[src/sv/rc4_pkg.sv]
`timescale 1ns / 1ps
// Shared types and constants for the RC4 byte cipher.
package rc4_pkg;

    localparam int BYTE_W     = 8;
    localparam int LEN_W      = 9;
    localparam int PERM_DEPTH = 256;

    // Item kinds on the input channel
    localparam logic REQ_KEY  = 1'b0;
    localparam logic REQ_DATA = 1'b1;

    typedef enum logic [2:0] {
        ST_IDLE,
        ST_FILL,
        ST_KS_J,
        ST_KS_W1,
        ST_KS_W2,
        ST_P_J,
        ST_P_SWAP,
        ST_P_KS
    } state_t;

    // Request to the permutation memory: write port and read address
    typedef struct packed {
        logic              we;
        logic [BYTE_W-1:0] waddr;
        logic [BYTE_W-1:0] wdata;
        logic [BYTE_W-1:0] raddr;
    } perm_req_t;

    // Result word handed to the output queue
    typedef struct packed {
        logic              valid;
        logic [BYTE_W-1:0] data;
    } push_t;

endpackage

[src/sv/rc4_ram.sv]
`timescale 1ns / 1ps
// Generic one-write, one-read synchronous RAM with registered, write-first read.
module rc4_ram #(
    parameter int WIDTH = 8,
    parameter int DEPTH = 256,
    localparam int AW = (DEPTH > 1) ? $clog2(DEPTH) : 1
) (
    input  logic             clk,
    input  logic             we,
    input  logic [AW-1:0]    waddr,
    input  logic [WIDTH-1:0] wdata,
    input  logic [AW-1:0]    raddr,
    output logic [WIDTH-1:0] rdata
);

    logic [WIDTH-1:0] mem [DEPTH];

    // Write the entry
    always_ff @(posedge clk)
    begin
        if (we)
        begin
            mem[waddr] <= wdata;
        end
    end

    // Read, passing the new word through on an address match
    always_ff @(posedge clk)
    begin
        if (we && (waddr == raddr))
        begin
            rdata <= wdata;
        end
        else
        begin
            rdata <= mem[raddr];
        end
    end

endmodule

[src/sv/rc4_outq.sv]
`timescale 1ns / 1ps
// Two-entry result queue in front of the output channel.
module rc4_outq (
    input  logic                        clk,
    input  logic                        rst_n,
    input  rc4_pkg::push_t              push,
    output logic                        out_valid,
    input  logic                        out_stall,
    output logic [rc4_pkg::BYTE_W-1:0]  byte_out,
    output logic [1:0]                  level
);
    import rc4_pkg::*;

    logic [BYTE_W-1:0] slot_reg [2];
    logic              wr_ptr_reg;
    logic              rd_ptr_reg;
    logic [1:0]        count_reg;
    logic              pop;

    assign out_valid = (count_reg != 2'd0);
    assign byte_out  = slot_reg[rd_ptr_reg];
    assign level     = count_reg;
    assign pop       = out_valid && !out_stall;

    // Store the pushed word
    always_ff @(posedge clk)
    begin
        if (push.valid)
        begin
            slot_reg[wr_ptr_reg] <= push.data;
        end
    end

    // Advance pointers and track fill
    always_ff @(posedge clk or negedge rst_n)
    begin
        if (!rst_n)
        begin
            wr_ptr_reg <= 1'b0;
            rd_ptr_reg <= 1'b0;
            count_reg  <= 2'd0;
        end
        else
        begin
            if (push.valid)
            begin
                wr_ptr_reg <= !wr_ptr_reg;
            end
            if (pop)
            begin
                rd_ptr_reg <= !rd_ptr_reg;
            end
            unique case ({push.valid, pop})
                2'b10:   count_reg <= count_reg + 2'd1;
                2'b01:   count_reg <= count_reg - 2'd1;
                default: count_reg <= count_reg;
            endcase
        end
    end

endmodule

[src/sv/rc4_engine.sv]
`timescale 1ns / 1ps
// Sequencer and datapath: key loads, key schedule and keystream steps over the memories.
module rc4_engine #(
    parameter int KEY_DEPTH = 256,
    localparam int KW = (KEY_DEPTH > 1) ? $clog2(KEY_DEPTH) : 1
) (
    input  logic                        clk,
    input  logic                        rst_n,
    input  logic                        in_valid,
    output logic                        in_stall,
    input  logic                        req_type,
    input  logic [7:0]                  key_index,
    input  logic [rc4_pkg::BYTE_W-1:0]  byte_in,
    input  logic                        last_of_buffer,
    input  logic [rc4_pkg::LEN_W-1:0]   key_length,
    output rc4_pkg::perm_req_t          perm_req,
    input  logic [rc4_pkg::BYTE_W-1:0]  perm_rdata,
    output logic                        key_we,
    output logic [KW-1:0]               key_waddr,
    output logic [rc4_pkg::BYTE_W-1:0]  key_wdata,
    output logic [KW-1:0]               key_raddr,
    input  logic [rc4_pkg::BYTE_W-1:0]  key_rdata,
    input  logic [1:0]                  q_level,
    output rc4_pkg::push_t              push
);
    import rc4_pkg::*;

    state_t            state_reg;
    state_t            state_next;

    logic [BYTE_W-1:0] i_reg;
    logic [BYTE_W-1:0] j_reg;
    logic              sched_reg;

    logic [BYTE_W-1:0] n_reg;
    logic [LEN_W-1:0]  kpos_reg;
    logic [LEN_W-1:0]  len_reg;
    logic [BYTE_W-1:0] acc_reg;
    logic [BYTE_W-1:0] si_reg;
    logic              hit_reg;
    logic [BYTE_W-1:0] data_reg;
    logic              last_reg;

    logic              can_take;
    logic              accept;
    logic              take_data;
    logic              sched_now;
    logic              n_last;
    logic [LEN_W-1:0]  eff_len;
    logic [LEN_W-1:0]  kpos_inc;
    logic [BYTE_W-1:0] acc_new;
    logic [BYTE_W-1:0] j_new;
    logic [BYTE_W-1:0] ks;

    // Handshake: take a word only where the queue will have room for its result
    assign can_take  = ((state_reg == ST_IDLE) && (q_level <= 2'd1))
                    || ((state_reg == ST_P_KS) && (q_level == 2'd0));
    assign in_stall  = !can_take;
    assign accept    = in_valid && can_take;
    assign take_data = accept && (req_type == REQ_DATA);

    // The flag seen by a word taken while the previous one finishes
    assign sched_now = (state_reg == ST_P_KS) ? last_reg : sched_reg;

    assign n_last   = (n_reg == BYTE_W'(PERM_DEPTH - 1));
    assign kpos_inc = ((kpos_reg + LEN_W'(1)) == len_reg) ? '0 : kpos_reg + LEN_W'(1);
    assign acc_new  = acc_reg + perm_rdata + key_rdata;
    assign j_new    = j_reg + perm_rdata;
    assign ks       = hit_reg ? si_reg : perm_rdata;

    // Clamp key length to the store
    always_comb
    begin
        priority if (key_length == '0)
        begin
            eff_len = LEN_W'(1);
        end
        else if (key_length > LEN_W'(KEY_DEPTH))
        begin
            eff_len = LEN_W'(KEY_DEPTH);
        end
        else
        begin
            eff_len = key_length;
        end
    end

    // Next state
    always_comb
    begin
        state_next = state_reg;
        unique case (state_reg)
            ST_IDLE, ST_P_KS:
            begin
                if (take_data)
                begin
                    state_next = sched_now ? ST_FILL : ST_P_J;
                end
                else
                begin
                    state_next = ST_IDLE;
                end
            end
            ST_FILL:   state_next = n_last ? ST_KS_J : ST_FILL;
            ST_KS_J:   state_next = ST_KS_W1;
            ST_KS_W1:  state_next = ST_KS_W2;
            ST_KS_W2:  state_next = n_last ? ST_P_J : ST_KS_J;
            ST_P_J:    state_next = ST_P_SWAP;
            ST_P_SWAP: state_next = ST_P_KS;
            default:   state_next = ST_IDLE;
        endcase
    end

    // Memory requests and result push
    always_comb
    begin
        perm_req.we    = 1'b0;
        perm_req.waddr = n_reg;
        perm_req.wdata = n_reg;
        perm_req.raddr = i_reg + BYTE_W'(1);
        key_raddr      = '0;
        push.valid     = 1'b0;
        push.data      = data_reg ^ ks;
        unique case (state_reg)
            ST_IDLE:
            begin
                perm_req.raddr = i_reg + BYTE_W'(1);
            end
            ST_FILL:
            begin
                perm_req.we    = 1'b1;
                perm_req.raddr = '0;
            end
            ST_KS_J:
            begin
                perm_req.raddr = acc_new;
            end
            ST_KS_W1:
            begin
                perm_req.we    = 1'b1;
                perm_req.wdata = perm_rdata;
            end
            ST_KS_W2:
            begin
                perm_req.we    = 1'b1;
                perm_req.waddr = acc_reg;
                perm_req.wdata = si_reg;
                perm_req.raddr = n_last ? BYTE_W'(1) : n_reg + BYTE_W'(1);
                key_raddr      = kpos_inc[KW-1:0];
            end
            ST_P_J:
            begin
                perm_req.raddr = j_new;
            end
            ST_P_SWAP:
            begin
                perm_req.we    = 1'b1;
                perm_req.waddr = i_reg;
                perm_req.wdata = perm_rdata;
                perm_req.raddr = si_reg + perm_rdata;
            end
            ST_P_KS:
            begin
                perm_req.we    = 1'b1;
                perm_req.waddr = j_reg;
                perm_req.wdata = si_reg;
                push.valid     = 1'b1;
            end
            default:
            begin
                perm_req.we = 1'b0;
            end
        endcase
    end

    // Key store write from key-load words in range
    assign key_we    = accept && (req_type == REQ_KEY)
                    && ({1'b0, key_index} < LEN_W'(KEY_DEPTH));
    assign key_waddr = key_index[KW-1:0];
    assign key_wdata = byte_in;

    // Control state
    always_ff @(posedge clk or negedge rst_n)
    begin
        if (!rst_n)
        begin
            state_reg <= ST_IDLE;
            i_reg     <= '0;
            j_reg     <= '0;
            sched_reg <= 1'b1;
        end
        else
        begin
            state_reg <= state_next;
            unique case (state_reg)
                ST_IDLE, ST_P_KS:
                begin
                    if (state_reg == ST_P_KS)
                    begin
                        sched_reg <= last_reg;
                    end
                    if (take_data && !sched_now)
                    begin
                        i_reg <= i_reg + BYTE_W'(1);
                    end
                end
                ST_KS_W2:
                begin
                    if (n_last)
                    begin
                        i_reg     <= BYTE_W'(1);
                        j_reg     <= '0;
                        sched_reg <= 1'b0;
                    end
                end
                ST_P_J:
                begin
                    j_reg <= j_new;
                end
                default:
                begin
                    sched_reg <= sched_reg;
                end
            endcase
        end
    end

    // Datapath words
    always_ff @(posedge clk)
    begin
        unique case (state_reg)
            ST_IDLE, ST_P_KS:
            begin
                if (take_data)
                begin
                    data_reg <= byte_in;
                    last_reg <= last_of_buffer;
                    n_reg    <= '0;
                    len_reg  <= eff_len;
                end
            end
            ST_FILL:
            begin
                n_reg    <= n_reg + BYTE_W'(1);
                kpos_reg <= '0;
                acc_reg  <= '0;
            end
            ST_KS_J:
            begin
                si_reg  <= perm_rdata;
                acc_reg <= acc_new;
            end
            ST_KS_W2:
            begin
                n_reg    <= n_reg + BYTE_W'(1);
                kpos_reg <= kpos_inc;
            end
            ST_P_J:
            begin
                si_reg <= perm_rdata;
            end
            ST_P_SWAP:
            begin
                hit_reg <= ((si_reg + perm_rdata) == j_reg);
            end
            default:
            begin
                hit_reg <= hit_reg;
            end
        endcase
    end

    // A result is never pushed into a full queue
    a_push_room: assert property (@(posedge clk) disable iff (!rst_n)
        push.valid |-> (q_level != 2'd2))
        else $error("result pushed into full queue");

    // Words wait while the schedule or a step is in progress
    a_busy_stall: assert property (@(posedge clk) disable iff (!rst_n)
        ((state_reg != ST_IDLE) && (state_reg != ST_P_KS)) |-> in_stall)
        else $error("word taken while busy");

    // The schedule ends with j cleared, i set to one and the first step under way
    a_sched_end: assert property (@(posedge clk) disable iff (!rst_n)
        ((state_reg == ST_KS_W2) && n_last) |=>
            ((state_reg == ST_P_J) && (i_reg == BYTE_W'(1)) && (j_reg == '0) && !sched_reg))
        else $error("schedule did not hand over cleanly");

endmodule

[src/sv/rc4_stream_cipher.sv]
`timescale 1ns / 1ps
// Top level of the RC4 byte cipher: key length register, memories, engine and output queue.
//
//   channel  | handshake            | word
//   ---------+----------------------+-----------------------------------------------
//   in       | in_valid / in_stall  | req_type, key_index, byte_in, last_of_buffer
//   out      | out_valid / out_stall| byte_out
//   cfg      | cfg_valid / cfg_ready| key_length
//
// A key load is written into the key store as it is taken. A data byte runs its steps
// (permutation read, swap writes, keystream read) in turn over the single read and write
// port of the permutation memory. The first data byte after reset or after a last mark
// first runs the key schedule, a fill of the permutation memory and then the mixing steps.
// Reset clears the indices and arms the key schedule; memories are not cleared.
// Output stalls are absorbed by a two-entry queue; input stalls while the engine is busy,
// while the queue holds two words, or any word during the keystream read step.
module rc4_stream_cipher #(
    parameter int KEY_DEPTH = 256
) (
    input  logic                        clk,
    input  logic                        rst_n,
    input  logic                        in_valid,
    output logic                        in_stall,
    input  logic                        req_type,
    input  logic [7:0]                  key_index,
    input  logic [rc4_pkg::BYTE_W-1:0]  byte_in,
    input  logic                        last_of_buffer,
    output logic                        out_valid,
    input  logic                        out_stall,
    output logic [rc4_pkg::BYTE_W-1:0]  byte_out,
    input  logic                        cfg_valid,
    output logic                        cfg_ready,
    input  logic [rc4_pkg::LEN_W-1:0]   key_length
);
    import rc4_pkg::*;

    localparam int KW = (KEY_DEPTH > 1) ? $clog2(KEY_DEPTH) : 1;

    logic [LEN_W-1:0]  key_length_reg;
    perm_req_t         perm_req;
    logic [BYTE_W-1:0] perm_rdata;
    logic              key_we;
    logic [KW-1:0]     key_waddr;
    logic [BYTE_W-1:0] key_wdata;
    logic [KW-1:0]     key_raddr;
    logic [BYTE_W-1:0] key_rdata;
    logic [1:0]        q_level;
    push_t             push;

    // Hold the key length register
    assign cfg_ready = 1'b1;

    always_ff @(posedge clk or negedge rst_n)
    begin
        if (!rst_n)
        begin
            key_length_reg <= LEN_W'(1);
        end
        else if (cfg_valid && cfg_ready)
        begin
            key_length_reg <= key_length;
        end
    end

    rc4_ram #(
        .WIDTH (BYTE_W),
        .DEPTH (PERM_DEPTH)
    ) u_perm_ram (
        .clk   (clk),
        .we    (perm_req.we),
        .waddr (perm_req.waddr),
        .wdata (perm_req.wdata),
        .raddr (perm_req.raddr),
        .rdata (perm_rdata)
    );

    rc4_ram #(
        .WIDTH (BYTE_W),
        .DEPTH (KEY_DEPTH)
    ) u_key_ram (
        .clk   (clk),
        .we    (key_we),
        .waddr (key_waddr),
        .wdata (key_wdata),
        .raddr (key_raddr),
        .rdata (key_rdata)
    );

    rc4_engine #(
        .KEY_DEPTH (KEY_DEPTH)
    ) u_engine (
        .clk            (clk),
        .rst_n          (rst_n),
        .in_valid       (in_valid),
        .in_stall       (in_stall),
        .req_type       (req_type),
        .key_index      (key_index),
        .byte_in        (byte_in),
        .last_of_buffer (last_of_buffer),
        .key_length     (key_length_reg),
        .perm_req       (perm_req),
        .perm_rdata     (perm_rdata),
        .key_we         (key_we),
        .key_waddr      (key_waddr),
        .key_wdata      (key_wdata),
        .key_raddr      (key_raddr),
        .key_rdata      (key_rdata),
        .q_level        (q_level),
        .push           (push)
    );

    rc4_outq u_outq (
        .clk       (clk),
        .rst_n     (rst_n),
        .push      (push),
        .out_valid (out_valid),
        .out_stall (out_stall),
        .byte_out  (byte_out),
        .level     (q_level)
    );

endmodule
[config.mk]
export PLATFORM = sky130hd
export DESIGN_NAME = rc4_stream_cipher
export DESIGN_NICKNAME = d
export VERILOG_FILES = /design/src/sv/rc4_pkg.sv /design/src/sv/rc4_ram.sv /design/src/sv/rc4_outq.sv /design/src/sv/rc4_engine.sv /design/src/sv/rc4_stream_cipher.sv
export SDC_FILE = /design/constraint.sdc
export NUM_CORES = 2
export LEC_CHECK = 0
export ABC_AREA = 0
export BUFFER_PORTS_ARGS = -buffer_cell sky130_fd_sc_hd__buf_2
export CAP_MARGIN = 20
export CORE_MARGIN = 3
export CORE_UTILIZATION = 35
export DETAILED_ROUTE_END_ITERATION = 7
export PLACE_DENSITY = 0.59
export SLEW_MARGIN = 20
export SYNTH_ARGS = -nofsm -noshare
export SYNTH_HDL_FRONTEND = slang
export SYNTH_MEMORY_MAX_BITS = 65536
export SYNTH_SLANG_ARGS = --single-unit
[constraint.sdc]
create_clock -name clk -period 43 [get_ports clk]
set_clock_uncertainty 0.15 [all_clocks]
set_input_delay 0 -clock clk [delete_from_list [all_inputs] [get_ports clk]]
set_output_delay 0 -clock clk [all_outputs]
set_load 0.02 [all_outputs]
==> reports/results.md <==
- **setup repair after global routing missed its margin** false
- **Net Count, Synth** 7338
- **total routed wirelength** 406 mm
- **Netlist cell types** 65
- **count of flip-flops with a built-in enable after synthesis** 4164
- **final period demand of the worst path** 9380 ps
- **fmax** 107 MHz
- **worst hold path cell count** 2
- **Floorplan Core Area** 468000 um2
- **clock slew seen by the registers of the worst setup and hold paths** 70 ps
- **Cell Pwr Density** 68.5 nW/um2
- **setup total negative slack** 0 ps
- **worst min-delay path class** in -> reg
- **TritonRoute pass-1 iters** 7
- **total via count in the routed design** 76000
- **arrival time at the worst endpoint** 9970 ps
- **crit-path max FO** 97
- **First DRT Iteration DRCs** 8560
- **largest net degree at the start of global routing** 257
- **length in cells of the worst reg-to-reg path** 21
- **outcome** finished, final reports clean
- **Routed Antenna Nets** 0
- **width of the chip** 692 um
- **pin slew with the least headroom to its limit** 1120 ps
- **vias in the first global route** 78000
- **num rows** 251
- **post-DR wirelength/cell** 28.9 um
- **total count of hold-check failures in the final report** 0
- **CP Capture Type** flop
- **cells resized by post-CTS repair** 0
- **Finish-stage setup viols** 0
- **relative slew slack** 0.249
- **HPWL after detailed placement** 239 mm
- **Nets** 7586
- **Mean Syn Cell Area** 22.6 um2
- **port bufs** 41
- **total CTS buffers** 406
- **deepest clock path buffer count** 4
- **global-route wire length before repair** 586 mm
- **kind of critical path** reg -> reg
- **part of the Yosys area used for sequential elements** 0.767
- **instance count of the mapped netlist** 7268
- **DRC violation count after routing** 0
- **cell area after technology mapping** 165000 um2
- **area of the die** 478000 um2
- **initial antenna violation count** 17
- **min-delay src** byte_in[5]
- **Syn-to-layout area delta** 13.2%
- **synthesis warning total** 0
- **H-tree levels** 5
- **weighted congestion at the end of routability-driven global placement** 0.812
- **worst-case vdd ir drop** 0.112 mV
- **worst hold endpoint** u_key_ram.mem[206][5]$_DFFE_PP_
- **Leakage** 55.3 nW
- **Via-to-Cell Ratio** 5.41
- **final count of pins violating max slew** 0
- **critical path launch point type** flop
- **CTS tree** yes
- **Tcrit/Tclk final** 0.218
- **Clock Latency Late Sink** 1000 ps
- **post-synthesis async set-or-reset flop share** 0.00783
- **Top Ports** 43
- **clock tree sinks** 4213
- **total routing usage reported by global routing** 0.167
- **die outline height** 692 um
- **count of max-cap constraint violations** 0
- **gr ovfl total** 0
- **share of layout cells above drive strength 1** 0.274
- **Initial Utilization** 0.352
- **internal reg-to-reg setup slack** 33620 ps
- **minimum hold slack** 83.6 ps
- **required time at the endpoint of the critical path** 43590 ps
- **total of flip-flops plus latches after synthesis** 4213
- **destination of the worst register-to-register timing path** u_engine.acc_reg[7]$_SDFFCE_PN0P_
- **clock tree root driver cell** sky130_fd_sc_hd__clkbuf_16
- **flip-flop cell with the highest count after synthesis** sky130_fd_sc_hd__edfxtp_1
- **number of buffers inserted to repair setup after CTS** 0
cell families (layout without fill, tap and decap cells):
| logic type | after synthesis | in the layout | share of synthesized area |
|---|---|---|---|
| DFF | 4213 | 4213 | 0.767 |
| muxes | 1383 | 1383 | 0.182 |
| and+or+nand+nor | 906 | 906 | 0.0236 |
| buffers and inverters | 446 | 1035 | 0.0113 |
| AOI/OAI and AO/OA | 213 | 213 | 0.00881 |
| xor gates and xnor gates | 68 | 68 | 0.00370 |
| adders and majority gates | 38 | 38 | 0.00335 |
| other | 1 | 2 | 0.0000228 |
critical path, cell delays in order (launching register included):
cell	delay (ps)
sky130_fd_sc_hd__dfxtp_4	840
sky130_fd_sc_hd__buf_4	780
sky130_fd_sc_hd__buf_12	600
sky130_fd_sc_hd__buf_4	780
sky130_fd_sc_hd__buf_4	840
sky130_fd_sc_hd__mux4_2	620
sky130_fd_sc_hd__mux4_2	470
sky130_fd_sc_hd__mux4_2	560
sky130_fd_sc_hd__a22oi_1	230
sky130_fd_sc_hd__nand2_1	370
sky130_fd_sc_hd__fa_1	550
sky130_fd_sc_hd__ha_1	240
sky130_fd_sc_hd__fa_1	480
sky130_fd_sc_hd__a21oi_1	190
sky130_fd_sc_hd__nor2_1	80
sky130_fd_sc_hd__nor2_1	160
sky130_fd_sc_hd__o21bai_1	80
sky130_fd_sc_hd__a21oi_1	210
sky130_fd_sc_hd__xnor2_1	180
sky130_fd_sc_hd__xnor3_1	360
sky130_fd_sc_hd__nand3_1	140
sky130_fd_sc_hd__inv_1	60
report_power, final:
group | switching (mW) | internal (mW)
sequential | 0.115 | 5.35
clock | 1.55 | 1.99
combinational | 2.37 | 1.38
total | 4.03 | 8.72
worst max-delay path by stage:
stage / from / to / slack (ps) / cells past startpoint
after floorplan: flop / u_perm_ram.mem[0][0]$_DFFE_PP_ / 28640 / 9
after CTS: flop / u_engine.acc_reg[7]$_SDFFCE_PN0P_ / 33320 / 21
after global placement: flop / u_engine.acc_reg[7]$_SDFFCE_PN0P_ / 33040 / 21
after detailed placement: flop / u_engine.acc_reg[7]$_SDFFCE_PN0P_ / 33360 / 21
final: flop / u_engine.acc_reg[7]$_SDFFCE_PN0P_ / 33620 / 21
after global routing: flop / u_engine.acc_reg[7]$_SDFFCE_PN0P_ / 32870 / 21
placed cells by master (no fill, tap or decap), types with 16 or more instances in the layout:
| cell | instances |
|---|---|
| sky130_fd_sc_hd__nand2_1 | 115 |
| sky130_fd_sc_hd__mux4_2 | 1287 |
| sky130_fd_sc_hd__and2_1 | 19 |
| sky130_fd_sc_hd__clkbuf_1 | 66 |
| sky130_fd_sc_hd__nand2b_1 | 36 |
| sky130_fd_sc_hd__edfxtp_1 | 4164 |
| sky130_fd_sc_hd__mux2i_1 | 56 |
| sky130_fd_sc_hd__dlygate4sd3_1 | 60 |
| sky130_fd_sc_hd__mux2_2 | 40 |
| sky130_fd_sc_hd__o21ai_0 | 31 |
| sky130_fd_sc_hd__nor2_1 | 560 |
| sky130_fd_sc_hd__a22oi_1 | 42 |
| sky130_fd_sc_hd__buf_4 | 116 |
| sky130_fd_sc_hd__buf_2 | 33 |
| sky130_fd_sc_hd__nor2b_1 | 24 |
| sky130_fd_sc_hd__dfrtp_1 | 31 |
| sky130_fd_sc_hd__xnor2_1 | 40 |
| sky130_fd_sc_hd__nor2_2 | 24 |
| sky130_fd_sc_hd__a21oi_1 | 49 |
| sky130_fd_sc_hd__xor2_1 | 27 |
| sky130_fd_sc_hd__nand3_1 | 32 |
| sky130_fd_sc_hd__a221oi_1 | 17 |
| sky130_fd_sc_hd__clkinv_1 | 110 |
| sky130_fd_sc_hd__ha_1 | 28 |
| sky130_fd_sc_hd__inv_1 | 38 |
| sky130_fd_sc_hd__clkinvlp_4 | 19 |
| sky130_fd_sc_hd__bufinv_16 | 39 |
| sky130_fd_sc_hd__clkbuf_16 | 411 |
| sky130_fd_sc_hd__clkinv_2 | 77 |
| sky130_fd_sc_hd__buf_12 | 16 |
timing repair:
action | CTS | global route
hold buffers | 59 | 2
endpoints found under the setup margin | 0 | 0
hold endpoints to repair | 1257 | 55
final cells by class:
class                   instances  area [um2]
inverters                      40         150
clock buffers                 477       10500
flip-flops and latches       4213      126000
diodes                          1        2.50
multi-input cells            2609       36600
well taps                    6198        7750
repair buffers                246        2340
fillers                     40800      282000
clock inverters               272        2540
Yosys cell counts, drive strengths merged, types with 13 or more instances:
| library cell | number | area share |
|---|---|---|
| nor2 | 584 | 0.013 |
| nand2 | 122 | 0.0028 |
| nor3 | 19 | 0.00058 |
| nor4 | 16 | 0.00061 |
| nand4 | 13 | 0.00049 |
| and2 | 19 | 0.00072 |
| o21ai | 31 | 0.00094 |
| xnor2 | 40 | 0.0021 |
| a22oi | 42 | 0.0019 |
| mux2i | 56 | 0.0034 |
| a221oi | 17 | 0.00090 |
| nor2b | 24 | 0.00091 |
| and3 | 13 | 0.00049 |
| nand3 | 35 | 0.0011 |
| xor2 | 27 | 0.0014 |
| inv | 39 | 0.00089 |
| edfxtp | 4164 | 0.76 |
| clkbuf | 243 | 0.0055 |
| dfxtp | 16 | 0.0019 |
| mux2 | 40 | 0.0027 |
| buf | 163 | 0.0048 |
| dfrtp | 31 | 0.0047 |
| ha | 28 | 0.0021 |
| a21oi | 50 | 0.0015 |
| mux4 | 1287 | 0.18 |
| nand2b | 36 | 0.0014 |
stage by stage:
| step | area, um2 | setup slack (ps) | std cells | power [mW] | utilization |
|---|---|---|---|---|---|
| floorplan | 165000 | 28640 | 7268 | 8.13 | - |
| global placement | 172000 | 33040 | 13200 | 9.24 | 0.368 |
| detailed placement | 172000 | 33360 | 13200 | 9.31 | 0.368 |
| CTS | 186000 | 33320 | 14000 | 12.8 | 0.397 |
| global route | 186000 | 32870 | 14100 | 13.2 | 0.398 |
| finish | 186000 | 33620 | 14100 | 12.8 | 0.398 |
metal layers:
metal | global-route usage | vias up | part of all wire
met5 | 0 | - | 0.00011
met4 | 0.0433 | 6 | 0.026
met3 | 0.0282 | 528 | 0.064
met2 | 0.276 | 2767 | 0.50
met1 | 0.230 | 41500 | 0.41
li1 | - | 31200 | -
No activity file was read; power rests on OpenSTA's default activity.
